`config.mk`:
```
export PLATFORM = sky130hd
export DESIGN_NAME = rds_group_decoder_top_flat
export DESIGN_NICKNAME = d
export VERILOG_FILES = /design/src/rtl/rgd_pkg.sv /design/src/rtl/rgd_ifs.sv /design/src/rtl/rgd_alu.sv /design/src/rtl/rgd_text_ram.sv /design/src/rtl/rds_group_decoder_top.sv /design/src/flat_wrapper.sv
export SDC_FILE = /design/constraint.sdc
export NUM_CORES = 1
export LEC_CHECK = 0
export BUFFER_PORTS_ARGS = -buffer_cell sky130_fd_sc_hd__clkbuf_2
export CAP_MARGIN = 20
export CORE_MARGIN = 2
export CORE_UTILIZATION = 60
export CTS_CLUSTER_SIZE = 12
export DETAILED_ROUTE_END_ITERATION = 10
export PLACE_DENSITY = 0.74
export SLEW_MARGIN = 10
export SYNTH_ARGS = -nofsm -noshare
export SYNTH_HDL_FRONTEND = slang
export SYNTH_HIERARCHICAL = 1
export SYNTH_SLANG_ARGS = --single-unit
```
`constraint.sdc`:
```
create_clock -name clk -period 12.9 [get_ports clk]
set_input_delay 1.29 -clock clk [delete_from_list [all_inputs] [get_ports clk]]
set_output_delay 1.29 -clock clk [all_outputs]
set_load 0.005 [all_outputs]
```
`src/rtl/rgd_pkg.sv`:
```
// Shared types, constants and helper functions of the RDS group decoder.
// No dependencies; imported by the ALU, the text RAM, the top level, the checker and the bench.
package rgd_pkg;

	localparam int TEXT_CHARS = 64;
	localparam int NAME_CHARS = 8;
	localparam int TEXT_ROWS  = TEXT_CHARS / 4;
	localparam int ROW_W      = $clog2(TEXT_ROWS);
	localparam int CNT_W      = $clog2(TEXT_CHARS) + 1;
	localparam int ACC_W      = 13;

	localparam logic [1:0] KIND_NAME = 2'd0;
	localparam logic [1:0] KIND_TEXT = 2'd1;
	localparam logic [1:0] KIND_TIME = 2'd2;

	localparam logic [3:0] GRP_NAME = 4'd0;
	localparam logic [3:0] GRP_TEXT = 4'd2;
	localparam logic [3:0] GRP_TIME = 4'd4;

	localparam logic [1:0] REG_NAME_EN = 2'd0;
	localparam logic [1:0] REG_TEXT_EN = 2'd1;
	localparam logic [1:0] REG_TIME_EN = 2'd2;

	localparam logic signed [ACC_W-1:0] MIN_PER_DAY  = 13'sd1440;
	localparam logic signed [ACC_W-1:0] MIN_PER_HOUR = 13'sd60;

	typedef logic [NAME_CHARS-1:0][7:0] name_t;

	typedef enum logic [0:0] {ALU_ADD, ALU_SUB} alu_op_t;

	typedef enum logic [3:0] {
		S_IDLE, S_CLR, S_EMPTY_NAME, S_EMPTY_TEXT, S_DECODE, S_NAME_CHK,
		S_STR_RD, S_STR_OUT, S_STR_FLUSH, S_TEXT_WR,
		S_T_ADD_OFS, S_T_WRAP, S_T_CMP, S_T_DIV, S_T_EMIT
	} state_t;

	// String compare: equal up to and including the first zero byte.
	function automatic logic name_eq(name_t x, name_t y);
		logic eq;
		logic done;
		eq = 1'b1;
		done = 1'b0;
		for (int i = 0; i < NAME_CHARS; i++) begin
			if (!done) begin
				if (x[i] != y[i]) begin
					eq = 1'b0;
					done = 1'b1;
				end else if (x[i] == 8'd0) begin
					done = 1'b1;
				end
			end
		end
		return eq;
	endfunction

endpackage

```
`src/rtl/rgd_ifs.sv`:
```
// Valid/ready channel interfaces: RDS groups in, decoded events out.
// Depends on nothing.
interface rgd_grp_if;
	logic        valid;
	logic        ready;
	logic [15:0] block_a;
	logic [15:0] block_b;
	logic [15:0] block_c;
	logic [15:0] block_d;
	modport source (output valid, block_a, block_b, block_c, block_d, input ready);
	modport sink (input valid, block_a, block_b, block_c, block_d, output ready);
endinterface

interface rgd_evt_if;
	logic       valid;
	logic       ready;
	logic [1:0] event_kind;
	logic       char_present;
	logic [7:0] char_code;
	logic [4:0] hours;
	logic [5:0] minutes;
	logic       last;
	modport source (output valid, event_kind, char_present, char_code, hours, minutes,
		last, input ready);
	modport sink (input valid, event_kind, char_present, char_code, hours, minutes,
		last, output ready);
endinterface

```
`src/rtl/rgd_alu.sv`:
```
// Shared signed add/subtract unit for the clock time sequence.
// Depends on rgd_pkg.
module rgd_alu import rgd_pkg::*; (
	input  alu_op_t                 op,
	input  logic signed [ACC_W-1:0] a,
	input  logic signed [ACC_W-1:0] b,
	output logic signed [ACC_W-1:0] y
);
	always_comb begin
		unique case (op)
			ALU_ADD: y = a + b;
			ALU_SUB: y = a - b;
			default: y = a;
		endcase
	end
endmodule

```
`src/rtl/rgd_text_ram.sv`:
```
// Radiotext buffer: one row of four characters per address, registered read.
// Depends on rgd_pkg.
module rgd_text_ram import rgd_pkg::*; (
	input  logic             clk,
	input  logic             we,
	input  logic [ROW_W-1:0] waddr,
	input  logic [31:0]      wdata,
	input  logic [ROW_W-1:0] raddr,
	output logic [31:0]      rdata
);
	logic [31:0] mem [TEXT_ROWS];

	always_ff @(posedge clk) begin
		if (we) begin
			mem[waddr] <= wdata;
		end
		rdata <= mem[raddr];
	end
endmodule

```
`src/rtl/rds_group_decoder_top.sv`:
```
// RDS group decoder: takes one group (blocks A..D) per beat and reports
// service name, radiotext and clock time events, one event per output beat.
// A group is taken only while the sequencer is idle. For a clock time group
// the shared adder works out the local time and then divides it by 60 one
// subtraction a cycle; a reported string goes out one character at a time,
// each a read of the name or text buffer, then the output beat, which can
// stall on the output side. Text rows carry valid bits, so the buffer needs
// no clearing pass. Depends on rgd_pkg, rgd_ifs, rgd_alu and rgd_text_ram.
module rds_group_decoder_top import rgd_pkg::*; (
	input  logic        clk,
	input  logic        arst_n,
	rgd_grp_if.sink     grp,
	rgd_evt_if.source   evt,
	input  logic        cfg_we,
	input  logic [1:0]  cfg_index,
	input  logic [0:0]  cfg_wdata
);
	state_t state_q, state_d;

	logic [15:0] b_q, c_q, d_q;
	logic name_en_q, text_en_q, time_en_q;
	name_t first_q, conf_q, pub_q;
	logic [TEXT_ROWS-1:0] txt_vld_q;
	logic ab_q;
	logic [5:0] idx_q;
	logic [10:0] last_time_q;

	logic str_text_q;
	logic [CNT_W-1:0] cnt_q;
	logic held_q;
	logic [7:0] held_chr_q, name_chr_q;
	logic row_vld_q;
	logic signed [ACC_W-1:0] acc_q;
	logic [4:0] hrs_q;

	logic ov_q;
	logic [1:0] ok_q;
	logic op_q, ol_q;
	logic [7:0] oc_q;
	logic [4:0] oh_q;
	logic [5:0] om_q;

	logic [3:0] grp_type;
	logic [2:0] npos;
	logic [5:0] tpos;
	logic matched, slot_free, at_end;
	logic [7:0] cur_chr;
	logic [31:0] ram_rdata;
	logic [ROW_W-1:0] rd_row;
	logic ram_we;

	logic emit, e_present, e_last;
	logic [1:0] e_kind;
	logic [7:0] e_chr;
	logic [4:0] e_hrs;
	logic [5:0] e_min;

	alu_op_t alu_op;
	logic signed [ACC_W-1:0] alu_a, alu_b, alu_y;
	logic [10:0] hrs60;
	logic [9:0] ofs30;

	assign grp_type  = b_q[15:12];
	assign npos      = {b_q[1:0], 1'b0};
	assign tpos      = {b_q[3:0], 2'b00};
	assign matched   = (first_q[npos] == d_q[15:8]) && (first_q[{b_q[1:0], 1'b1}] == d_q[7:0]);
	assign slot_free = !ov_q || evt.ready;
	assign at_end    = cnt_q == (str_text_q ? CNT_W'(TEXT_CHARS) : CNT_W'(NAME_CHARS));
	assign rd_row    = cnt_q[ROW_W+1:2];
	assign hrs60     = 11'({c_q[0], d_q[15:12]}) * 11'd60;
	assign ofs30     = 10'(d_q[4:0]) * 10'd30;
	assign grp.ready = state_q == S_IDLE;

	always_comb begin
		unique case (cnt_q[1:0])
			2'd0: cur_chr = ram_rdata[31:24];
			2'd1: cur_chr = ram_rdata[23:16];
			2'd2: cur_chr = ram_rdata[15:8];
			default: cur_chr = ram_rdata[7:0];
		endcase
		if (!str_text_q) begin
			cur_chr = name_chr_q;
		end else if (!row_vld_q) begin
			cur_chr = 8'd0;
		end
	end

	rgd_text_ram u_ram (
		.clk   (clk),
		.we    (ram_we),
		.waddr (b_q[3:0]),
		.wdata ({c_q, d_q}),
		.raddr (rd_row),
		.rdata (ram_rdata)
	);

	rgd_alu u_alu (
		.op (alu_op),
		.a  (alu_a),
		.b  (alu_b),
		.y  (alu_y)
	);

	// Next state, event and shared unit control.
	always_comb begin
		state_d   = state_q;
		emit      = 1'b0;
		e_kind    = str_text_q ? KIND_TEXT : KIND_NAME;
		e_present = 1'b0;
		e_chr     = 8'd0;
		e_hrs     = 5'd0;
		e_min     = 6'd0;
		e_last    = 1'b1;
		ram_we    = 1'b0;
		alu_op    = ALU_ADD;
		alu_a     = acc_q;
		alu_b     = '0;
		unique case (state_q)
			S_IDLE: begin
				if (grp.valid) begin
					state_d = (grp.block_a == 16'd0) ? S_CLR : S_DECODE;
				end
			end
			S_CLR: state_d = S_EMPTY_NAME;
			S_EMPTY_NAME: begin
				if (!name_en_q) begin
					state_d = S_EMPTY_TEXT;
				end else if (slot_free) begin
					emit = 1'b1;
					e_kind = KIND_NAME;
					state_d = S_EMPTY_TEXT;
				end
			end
			S_EMPTY_TEXT: begin
				if (!text_en_q) begin
					state_d = S_DECODE;
				end else if (slot_free) begin
					emit = 1'b1;
					e_kind = KIND_TEXT;
					state_d = S_DECODE;
				end
			end
			S_DECODE: begin
				alu_a = ACC_W'(d_q[11:6]);
				alu_b = ACC_W'(hrs60);
				state_d = S_IDLE;
				if (grp_type == GRP_NAME) begin
					if (name_en_q && matched && b_q[1:0] == 2'd3) begin
						state_d = S_NAME_CHK;
					end
				end else if (grp_type == GRP_TEXT && !b_q[11]) begin
					if (text_en_q) begin
						state_d = (tpos < idx_q) ? S_STR_RD : S_TEXT_WR;
					end
				end else if (grp_type == GRP_TIME && !b_q[11]) begin
					if (time_en_q) begin
						state_d = S_T_ADD_OFS;
					end
				end
			end
			S_NAME_CHK: begin
				state_d = (name_eq(first_q, conf_q) && !name_eq(conf_q, pub_q)) ?
					S_STR_RD : S_IDLE;
			end
			S_STR_RD: state_d = at_end ? S_STR_FLUSH : S_STR_OUT;
			S_STR_OUT: begin
				// Hold one character back so the final one can carry last.
				if (!held_q) begin
					if (cur_chr == 8'd0) begin
						if (slot_free) begin
							emit = 1'b1;
							state_d = str_text_q ? S_TEXT_WR : S_IDLE;
						end
					end else begin
						state_d = S_STR_RD;
					end
				end else if (slot_free) begin
					emit = 1'b1;
					e_present = 1'b1;
					e_chr = held_chr_q;
					e_last = cur_chr == 8'd0;
					if (cur_chr == 8'd0) begin
						state_d = str_text_q ? S_TEXT_WR : S_IDLE;
					end else begin
						state_d = S_STR_RD;
					end
				end
			end
			S_STR_FLUSH: begin
				if (slot_free) begin
					emit = 1'b1;
					e_present = 1'b1;
					e_chr = held_chr_q;
					state_d = str_text_q ? S_TEXT_WR : S_IDLE;
				end
			end
			S_TEXT_WR: begin
				ram_we = 1'b1;
				state_d = S_IDLE;
			end
			S_T_ADD_OFS: begin
				alu_op = d_q[5] ? ALU_SUB : ALU_ADD;
				alu_b = ACC_W'(ofs30);
				state_d = S_T_WRAP;
			end
			S_T_WRAP: begin
				if (acc_q < 0) begin
					alu_b = MIN_PER_DAY;
				end else if (acc_q >= MIN_PER_DAY) begin
					alu_op = ALU_SUB;
					alu_b = MIN_PER_DAY;
				end
				state_d = S_T_CMP;
			end
			S_T_CMP: state_d = (acc_q[10:0] == last_time_q) ? S_IDLE : S_T_DIV;
			S_T_DIV: begin
				alu_op = ALU_SUB;
				alu_b = MIN_PER_HOUR;
				if (alu_y[ACC_W-1]) begin
					state_d = S_T_EMIT;
				end
			end
			S_T_EMIT: begin
				if (slot_free) begin
					emit = 1'b1;
					e_kind = KIND_TIME;
					e_hrs = hrs_q;
					e_min = acc_q[5:0];
					state_d = S_IDLE;
				end
			end
			default: state_d = S_IDLE;
		endcase
	end

	always_ff @(posedge clk or negedge arst_n) begin
		if (!arst_n) begin
			state_q     <= S_IDLE;
			name_en_q   <= 1'b0;
			text_en_q   <= 1'b0;
			time_en_q   <= 1'b0;
			first_q     <= '0;
			conf_q      <= '0;
			pub_q       <= '0;
			txt_vld_q   <= '0;
			ab_q        <= 1'b0;
			idx_q       <= '0;
			last_time_q <= '0;
			ov_q        <= 1'b0;
			held_q      <= 1'b0;
			str_text_q  <= 1'b0;
			cnt_q       <= '0;
		end else begin
			state_q <= state_d;
			if (cfg_we) begin
				unique case (cfg_index)
					REG_NAME_EN: name_en_q <= cfg_wdata[0];
					REG_TEXT_EN: text_en_q <= cfg_wdata[0];
					REG_TIME_EN: time_en_q <= cfg_wdata[0];
					default: ;
				endcase
			end
			if (emit) begin
				ov_q <= 1'b1;
			end else if (evt.ready) begin
				ov_q <= 1'b0;
			end
			unique case (state_q)
				S_CLR: begin
					first_q     <= '0;
					conf_q      <= '0;
					pub_q       <= '0;
					txt_vld_q   <= '0;
					ab_q        <= 1'b0;
					idx_q       <= '0;
					last_time_q <= '0;
				end
				S_DECODE: begin
					cnt_q <= '0;
					held_q <= 1'b0;
					str_text_q <= grp_type == GRP_TEXT;
					if (grp_type == GRP_NAME && name_en_q) begin
						if (matched) begin
							conf_q[npos] <= d_q[15:8];
							conf_q[{b_q[1:0], 1'b1}] <= d_q[7:0];
						end else begin
							first_q[npos] <= d_q[15:8];
							first_q[{b_q[1:0], 1'b1}] <= d_q[7:0];
						end
					end
				end
				S_NAME_CHK: begin
					if (name_eq(first_q, conf_q) && !name_eq(conf_q, pub_q)) begin
						pub_q <= conf_q;
					end
				end
				S_STR_OUT: begin
					if (state_d == S_STR_RD) begin
						held_q <= 1'b1;
						cnt_q <= cnt_q + 1'b1;
					end
				end
				S_TEXT_WR: begin
					idx_q <= tpos;
					if (b_q[4] != ab_q) begin
						ab_q <= b_q[4];
						txt_vld_q <= '0;
						txt_vld_q[b_q[3:0]] <= 1'b1;
					end else begin
						txt_vld_q[b_q[3:0]] <= 1'b1;
					end
				end
				S_T_CMP: begin
					if (acc_q[10:0] != last_time_q) begin
						last_time_q <= acc_q[10:0];
					end
				end
				default: ;
			endcase
		end
	end

	// Payload registers.
	always_ff @(posedge clk) begin
		if (grp.valid && grp.ready) begin
			b_q <= grp.block_b;
			c_q <= grp.block_c;
			d_q <= grp.block_d;
		end
		if (emit) begin
			ok_q <= e_kind;
			op_q <= e_present;
			oc_q <= e_chr;
			oh_q <= e_hrs;
			om_q <= e_min;
			ol_q <= e_last;
		end
		if (state_q == S_STR_RD) begin
			name_chr_q <= pub_q[cnt_q[2:0]];
			row_vld_q <= txt_vld_q[rd_row];
		end
		if (state_q == S_STR_OUT && state_d == S_STR_RD) begin
			held_chr_q <= cur_chr;
		end
		if (state_q == S_DECODE || state_q == S_T_ADD_OFS || state_q == S_T_WRAP) begin
			acc_q <= alu_y;
		end
		if (state_q == S_T_CMP) begin
			hrs_q <= '0;
		end
		if (state_q == S_T_DIV && !alu_y[ACC_W-1]) begin
			acc_q <= alu_y;
			hrs_q <= hrs_q + 1'b1;
		end
	end

	assign evt.valid        = ov_q;
	assign evt.event_kind   = ok_q;
	assign evt.char_present = op_q;
	assign evt.char_code    = oc_q;
	assign evt.hours        = oh_q;
	assign evt.minutes      = om_q;
	assign evt.last         = ol_q;
endmodule

```
`src/flat_wrapper.sv`:
```
// flat-port wrapper written by rule: the top's interface ports become plain ports
module rds_group_decoder_top_flat import rgd_pkg::*;
  (clk, arst_n, cfg_we, cfg_index, cfg_wdata, grp_valid, grp_block_a, grp_block_b, grp_block_c, grp_block_d, grp_ready, evt_valid, evt_event_kind, evt_char_present, evt_char_code, evt_hours, evt_minutes, evt_last, evt_ready);
  rgd_grp_if grp_i ();
  rgd_evt_if evt_i ();
  input  logic clk;
  input  logic arst_n;
  input  logic cfg_we;
  input  logic [1:0] cfg_index;
  input  logic [0:0] cfg_wdata;
  input wire logic [$bits(grp_i.valid)-1:0] grp_valid;
  input wire logic [$bits(grp_i.block_a)-1:0] grp_block_a;
  input wire logic [$bits(grp_i.block_b)-1:0] grp_block_b;
  input wire logic [$bits(grp_i.block_c)-1:0] grp_block_c;
  input wire logic [$bits(grp_i.block_d)-1:0] grp_block_d;
  output wire logic [$bits(grp_i.ready)-1:0] grp_ready;
  output wire logic [$bits(evt_i.valid)-1:0] evt_valid;
  output wire logic [$bits(evt_i.event_kind)-1:0] evt_event_kind;
  output wire logic [$bits(evt_i.char_present)-1:0] evt_char_present;
  output wire logic [$bits(evt_i.char_code)-1:0] evt_char_code;
  output wire logic [$bits(evt_i.hours)-1:0] evt_hours;
  output wire logic [$bits(evt_i.minutes)-1:0] evt_minutes;
  output wire logic [$bits(evt_i.last)-1:0] evt_last;
  input wire logic [$bits(evt_i.ready)-1:0] evt_ready;
  assign grp_i.valid = grp_valid;
  assign grp_i.block_a = grp_block_a;
  assign grp_i.block_b = grp_block_b;
  assign grp_i.block_c = grp_block_c;
  assign grp_i.block_d = grp_block_d;
  assign grp_ready = grp_i.ready;
  assign evt_valid = evt_i.valid;
  assign evt_event_kind = evt_i.event_kind;
  assign evt_char_present = evt_i.char_present;
  assign evt_char_code = evt_i.char_code;
  assign evt_hours = evt_i.hours;
  assign evt_minutes = evt_i.minutes;
  assign evt_last = evt_i.last;
  assign evt_i.ready = evt_ready;
  rds_group_decoder_top u_core (.clk(clk), .arst_n(arst_n), .grp(grp_i), .evt(evt_i), .cfg_we(cfg_we), .cfg_index(cfg_index), .cfg_wdata(cfg_wdata));
endmodule
```
==> results of run 1 <==
-- critical path: cells and delay by family, from the launching register on --
kind | cells | cell delay (ns)
fa+ha+maj | 4 | 1.87
buf+inv | 2 | 0.12
xor+xnor | 3 | 0.72
flops | 1 | 0.76
simple gates | 4 | 0.99
compound gates | 13 | 2.40
-- sequential cells by signal, indices dropped and copies added, names as in the netlist, 5 cells and up --
register	count
u_core/b_q	10
u_core/held_chr_q	8
u_core/evt.minutes	6
u_core/evt.hours	5
u_core/u_ram/mem	512
u_core/name_chr_q	8
u_core/evt.char_code	8
u_core/d_q	16
u_core/txt_vld_q	16
u_core/u_ram/rdata	32
u_core/cnt_q	7
u_core/c_q	16
u_core/last_time_q	11
u_core/conf_q	64
u_core/first_q	64
u_core/acc_q	13
u_core/pub_q	64
u_core/hrs_q	5
-- power breakdown --
part | internal [mW] | switching (mW) | leakage (nW) | total, mW
Combinational | 0.618 | 1.01 | 5.00 | 1.63
Clock | 1.45 | 1.07 | 1.36 | 2.52
Sequential | 3.30 | 0.252 | 9.12 | 3.56
-- cell usage in the layout (no fill, tap or decap), drive strengths merged, types with 65 or more instances in the layout --
| cell type | netlist | layout |
|---|---|---|
| a22oi | 65 | 65 |
| clkbuf | 70 | 243 |
| dfrtp | 241 | 241 |
| edfxtp | 612 | 612 |
| mux2i | 66 | 66 |
| mux4 | 165 | 165 |
| nand2 | 356 | 356 |
| nor2 | 69 | 69 |
| o21ai | 132 | 132 |
| xnor2 | 102 | 102 |
| xor2 | 89 | 89 |
-- kinds of logic (layout without fill, tap and decap cells) --
group / Yosys count / in the layout / synth area share, %
mux: 244 / 244 / 11.7
compound gates: 383 / 383 / 6.83
simple gates: 650 / 650 / 7.88
fa+ha+maj: 60 / 60 / 2.24
xor+xnor: 191 / 191 / 4.34
buf+inv: 161 / 340 / 1.88
flops: 885 / 885 / 65.1
other cells: 1 / 6 / 0.00974
-- worst paths after layout --
check	start	slack [ns]	end	cells after the start
hold / removal	u_core/txt_vld_q[14]	0.48	u_core/txt_vld_q[14]	2
setup reg to reg	u_core/d_q[1]	5.89	u_core/state_q[0]	26
setup / recovery	u_core/d_q[1]	5.89	u_core/state_q[0]	26
max in group asynchronous	arst_n	9.78	u_core/pub_q[25]	3
min in group asynchronous	arst_n	0.64	u_core/last_time_q[7]	1
hold reg to reg	u_core/txt_vld_q[14]	0.48	u_core/txt_vld_q[14]	2
-- area by class of cell --
| type | instances | area [um2] |
|---|---|---|
| fillers | 4270 | 20400 |
| flip-flops and latches | 885 | 25100 |
| repair buffers | 137 | 843 |
| clock buffers | 154 | 2620 |
| clock inverters | 14 | 228 |
| inverters | 35 | 131 |
| well taps | 846 | 1060 |
| multi-input cells | 1534 | 12900 |
-- metal layers --
| layer | vias up | global-route usage (%) |
|---|---|---|
| li1 | 10000 | - |
| met1 | 11900 | 41.6 |
| met2 | 1239 | 49.0 |
| met3 | 278 | 5.34 |
| met4 | 0 | 13.1 |
| met5 | - | 0 |
==> metrics.csv, run 1 <==
metric,value,unit
synth_area_leaders,"edfxtp_1 48%, dfrtp_1 16%, mux4_2 9.7%, nand2_1 3.5%, xnor2_1 2.3%",
synth_top_area_cell,edfxtp_1,
fin_worst_skew,0.0294,ns
powerDensity,180,mW/mm2
firstDrtPassIters,5,
synth-main-ff-cell,edfxtp_1,
io_pins,97,
synth_cells,2575,
critPathKind,flip-flop to flip-flop,
synth_edf_count,612,
cp_common_cell,a21o_1,
io_buffers,90,
required,13.39,ns
critPathLaunchType,flip-flop,
synth_area,0.0385,mm2
topRoutingLayerUsed,met4,
worstPathMaxFanout,21,
postCtsSetupBuffers,0,
dieArea,0.0662,mm2
fin_total_pwr,7.70,mW
cts_root_buf,clkbuf_16,
m1WireLength,37.9,mm
drive_gt1_share,17.4,%
clkSlewWorstSetupHoldPaths,0.06,ns
cts.path.max_buffers,3,
start_util,60.8,%
vias_per_cell,6.50,
postPlaceCellArea,0.0400,mm2
critPathMaxStageDelay,0.76,ns
slew_viol_final,0,
antenna_left,0,
synth_top_area_share,47.7,%
core-area,0.0633,mm2
stdcell_area,0.0429,mm2
synthDistinctLibCells,78,
drtIter0Drc,2725,
max_slew.worst_pin.slew,1.10,ns
final.setup.tns,0,ns
yosys_warnings,6,
grt_pass1_vias,23800,
utilization,67.7,%
fin_cells,3605,
ys_seq_elements,885,
synthArstFlopShare,27.2,%
vdd_drop_max,244,uV
holdWs,0.483,ns
grt_max_degree,94,
outcome,"complete, no violations",
antenna_cells,0,
row_count,92,
synthTopCellsByCount,"612 x edfxtp_1, 356 x nand2_1, 241 x dfrtp_1",
rsz0062_at_grt,no,
period_share,54.4,%
p_leak,15.5,nW
area_growth,11.3,%
dp_slack,6.07,ns
cap_violations,0,
antenna_found_initial,0,
hold_path.class,flip-flop to flip-flop,
clk_latency,0.65,ns
fmax,0.143,GHz
track_usage,30.5,%
wl,99.1,mm
cts_tree,yes,
cts-resized-gates,0,
setup_viol,0,
wl_per_cell,27.5,um
maxSlewHeadroom,26.8,%
cts_sinks,885,
drcViolationCount,0,
die_x,257,um
numCtsBuffers,89,
ys_seq_area_share,65.1,%
place_congestion,0.936,
routed-wl-met2,47.8,mm
die_y,257,um
yosys.cell_count.top_type,edfxtp_1,
cts_max_level,3,
via_count,23400,
hold_viol_final,0,
cts_hold_buf,0,
wl_met3,8.63,mm
grt_overflow,0,
grt_pass1_wl,150,mm
cp-end-kind,flip-flop,
setup_slack,5.89,ns
place_inst,3433,
nets,2814,
place_hpwl,61.6,mm
crit_slowest_cell,edfxtp_1,
synth.avg_cell_area,15.0,um2
fin_crit,7.01,ns
cp.arrival,7.51,ns
No activity file was read; power rests on OpenSTA's default activity.
==> run 2, diff against run 1 <==
--- a/config.mk
+++ b/config.mk
@@ -8,10 +8,10 @@
 export BUFFER_PORTS_ARGS = -buffer_cell sky130_fd_sc_hd__clkbuf_2
 export CAP_MARGIN = 20
 export CORE_MARGIN = 2
-export CORE_UTILIZATION = 60
+export CORE_UTILIZATION = 56
 export CTS_CLUSTER_SIZE = 12
 export DETAILED_ROUTE_END_ITERATION = 10
-export PLACE_DENSITY = 0.74
+export PLACE_DENSITY = 0.72
 export SLEW_MARGIN = 10
 export SYNTH_ARGS = -nofsm -noshare
 export SYNTH_HDL_FRONTEND = slang
==> constraint.sdc (replaced) <==
create_clock -name clk -period 5.9 [get_ports clk]
set_input_delay 0.59 -clock clk [delete_from_list [all_inputs] [get_ports clk]]
set_output_delay 0.59 -clock clk [all_outputs]
set_load 0.005 [all_outputs]
==> run 2 against run 1 <==
Final cell count rose by 2.2%. Wire length up 1.4%. Critical path type unchanged. Combinational power grew to 2.5 times the previous value. The run now ends with negative hold slack left. First-iteration DRC count down 8.4%. Core utilization fell by 4.3 points. Die area increased by 7.0%. Global-route usage decreased by 1.8 points.
==> metrics.csv, run 2 (same netlist as run 1, synthesis figures left out) <==
metric,value,unit
dieArea,0.0709,mm2
maxSlewHeadroom,27.9,%
largest_register_ffs,512,
fin_crit,5.85,ns
antenna_left,0,
cts_root_buf,clkbuf_16,
fmax,0.171,GHz
firstDrtPassIters,7,
critPathKind,flip-flop to flip-flop,
seqCellArea,0.0251,mm2
area_growth,12.6,%
cts_tree,yes,
grt_pass1_vias,23700,
via_count,23700,
max_slew.worst_pin.slew,1.08,ns
clk_latency,0.66,ns
rsz0062_at_grt,yes,
drive_gt1_share,19.2,%
startpoint,u_core/d_q[2],
wl_per_cell,27.3,um
fin_total_pwr,17.3,mW
vias_per_cell,6.43,
timing.rr.start,u_core/d_q[2],
cts_sinks,885,
wl,100,mm
holdWs,-0.00352,ns
die_y,266,um
start_util,56.3,%
violations,negative hold slack,
clkSlewWorstSetupHoldPaths,0.07,ns
grt_max_degree,133,
grt_pass1_wl,150,mm
die_x,266,um
cp.arrival,6.38,ns
vdd_drop_max,264,uV
place_hpwl,63.9,mm
powerDensity,400,mW/mm2
worstPathMaxFanout,3,
fin_worst_skew,0.0366,ns
cp-end-kind,flip-flop,
core-area,0.0683,mm2
slew_viol_final,0,
drcViolationCount,0,
cts_max_level,3,
critPathMaxStageDelay,0.54,ns
antenna_found_initial,5,
place_inst,3504,
fin_cells,3684,
multi_input_comb_area,0.0130,mm2
postPlaceCellArea,0.0403,mm2
cts.path.max_buffers,3,
grt_overflow,0,
track_usage,28.7,%
p_leak,15.7,nW
utilization,63.4,%
setup_viol,0,
crit_slowest_cell,fa_1,
drtIter0Drc,2496,
final_cell_mix,"612 x edfxtp_1, 355 x nand2_1, 239 x dfrtp_1, 165 x mux4_2, 117 x o21ai_0",
period_share,99.1,%
numCtsBuffers,90,
final_common_cell,edfxtp_1,
regMostFlops,u_core/u_ram/mem,
final.setup.tns,0,ns
fill_cells,4898,
critPathLaunchType,flip-flop,
cp_common_cell,a21o_1,
row_count,96,
required,6.43,ns
hold_viol_final,7,
io_pins,97,
outcome,finished with violations,
stdcell_area,0.0434,mm2
hold_path.class,input port to asynchronous set/reset pin,
cap_violations,0,
place_congestion,0.978,
nets,2855,
io_buffers,90,
==> run 2: cell types whose count changed in the layout (fill, tap and decap cells not counted), moves of 2 or more <==
cell / delta
buf_4: +36
clkbuf_1: -6
clkinv_2: +6
buf_6: +4
clkbuf_8: +4
a21oi_1: -3
a21oi_2: +3
clkinv_1: -3
o21ai_0: -3
clkinv_16: +2
o21ai_2: +2
==> run 2: final timing paths <==
check	depth (start not counted)	slack [ns]	end
worst max register to register	27	0.05	u_core/state_q[0]
worst max-delay path	27	0.05	u_core/state_q[0]
max in group asynchronous	2	4.54	u_core/cnt_q[3]
min in group clk	1	0.10	u_core/b_q[1]
worst min register to register	2	0.48	u_core/txt_vld_q[11]
worst min-delay path	1	-0.004	u_core/pub_q[17]
==> run 2: through the flow <==
step	hold WS [ns]	worst slack, ns
6_report	-0.00352	0.0503
5_1_grt	0.0650	-0.232
4_1_cts	0.0342	0.0245
3_5_place_dp	0.467	-0.0847
3_3_place_gp	0.456	-0.0229
2_1_floorplan	0.294	0.0730
==> run 2: power breakdown <==
part | switching (mW) | internal (mW)
Clock | 2.38 | 3.19
Combinational | 2.47 | 1.63
Sequential | 0.432 | 7.22
==> run 2: area by class of cell <==
cell class,instances,area share (%)
Tap cell,882,2.55
Inverter,35,0.303
Antenna cell,1,0.00577
Sequential cell,885,57.8
Timing Repair Buffer,177,2.68
Clock buffer,152,6.13
Multi-Input combinational cell,1534,29.9
Clock inverter,18,0.638
==> run 2: metal layers <==
layer	vias to the layer above	GRT usage (%)	routed length [um]
met3	205	4.35	8270
met4	0	9.60	3150
met2	1211	47.2	49400
li1	10100	-	-
met5	-	0	0
met1	12200	39.6	39600
==> run 2: timing repair <==
action	in CTS	in global routing
gates resized for setup	4	15
buffers inserted	5	2
hold endpoints to repair	0	0
pin swaps	6	8
hold buffers	0	0
cloned	0	1
endpoints found under the setup margin	1	24
==> run 2: worst max-delay path: cells and delay by family, from the launching register on <==
kind / cells / cell delay, ns
AOI/OAI and AO/OA: 11 / 2.03
and+or+nand+nor: 4 / 0.65
xor gates and xnor gates: 3 / 0.42
buffers and inverters: 5 / 0.60
DFF: 1 / 0.42
adders and majority gates: 4 / 1.59
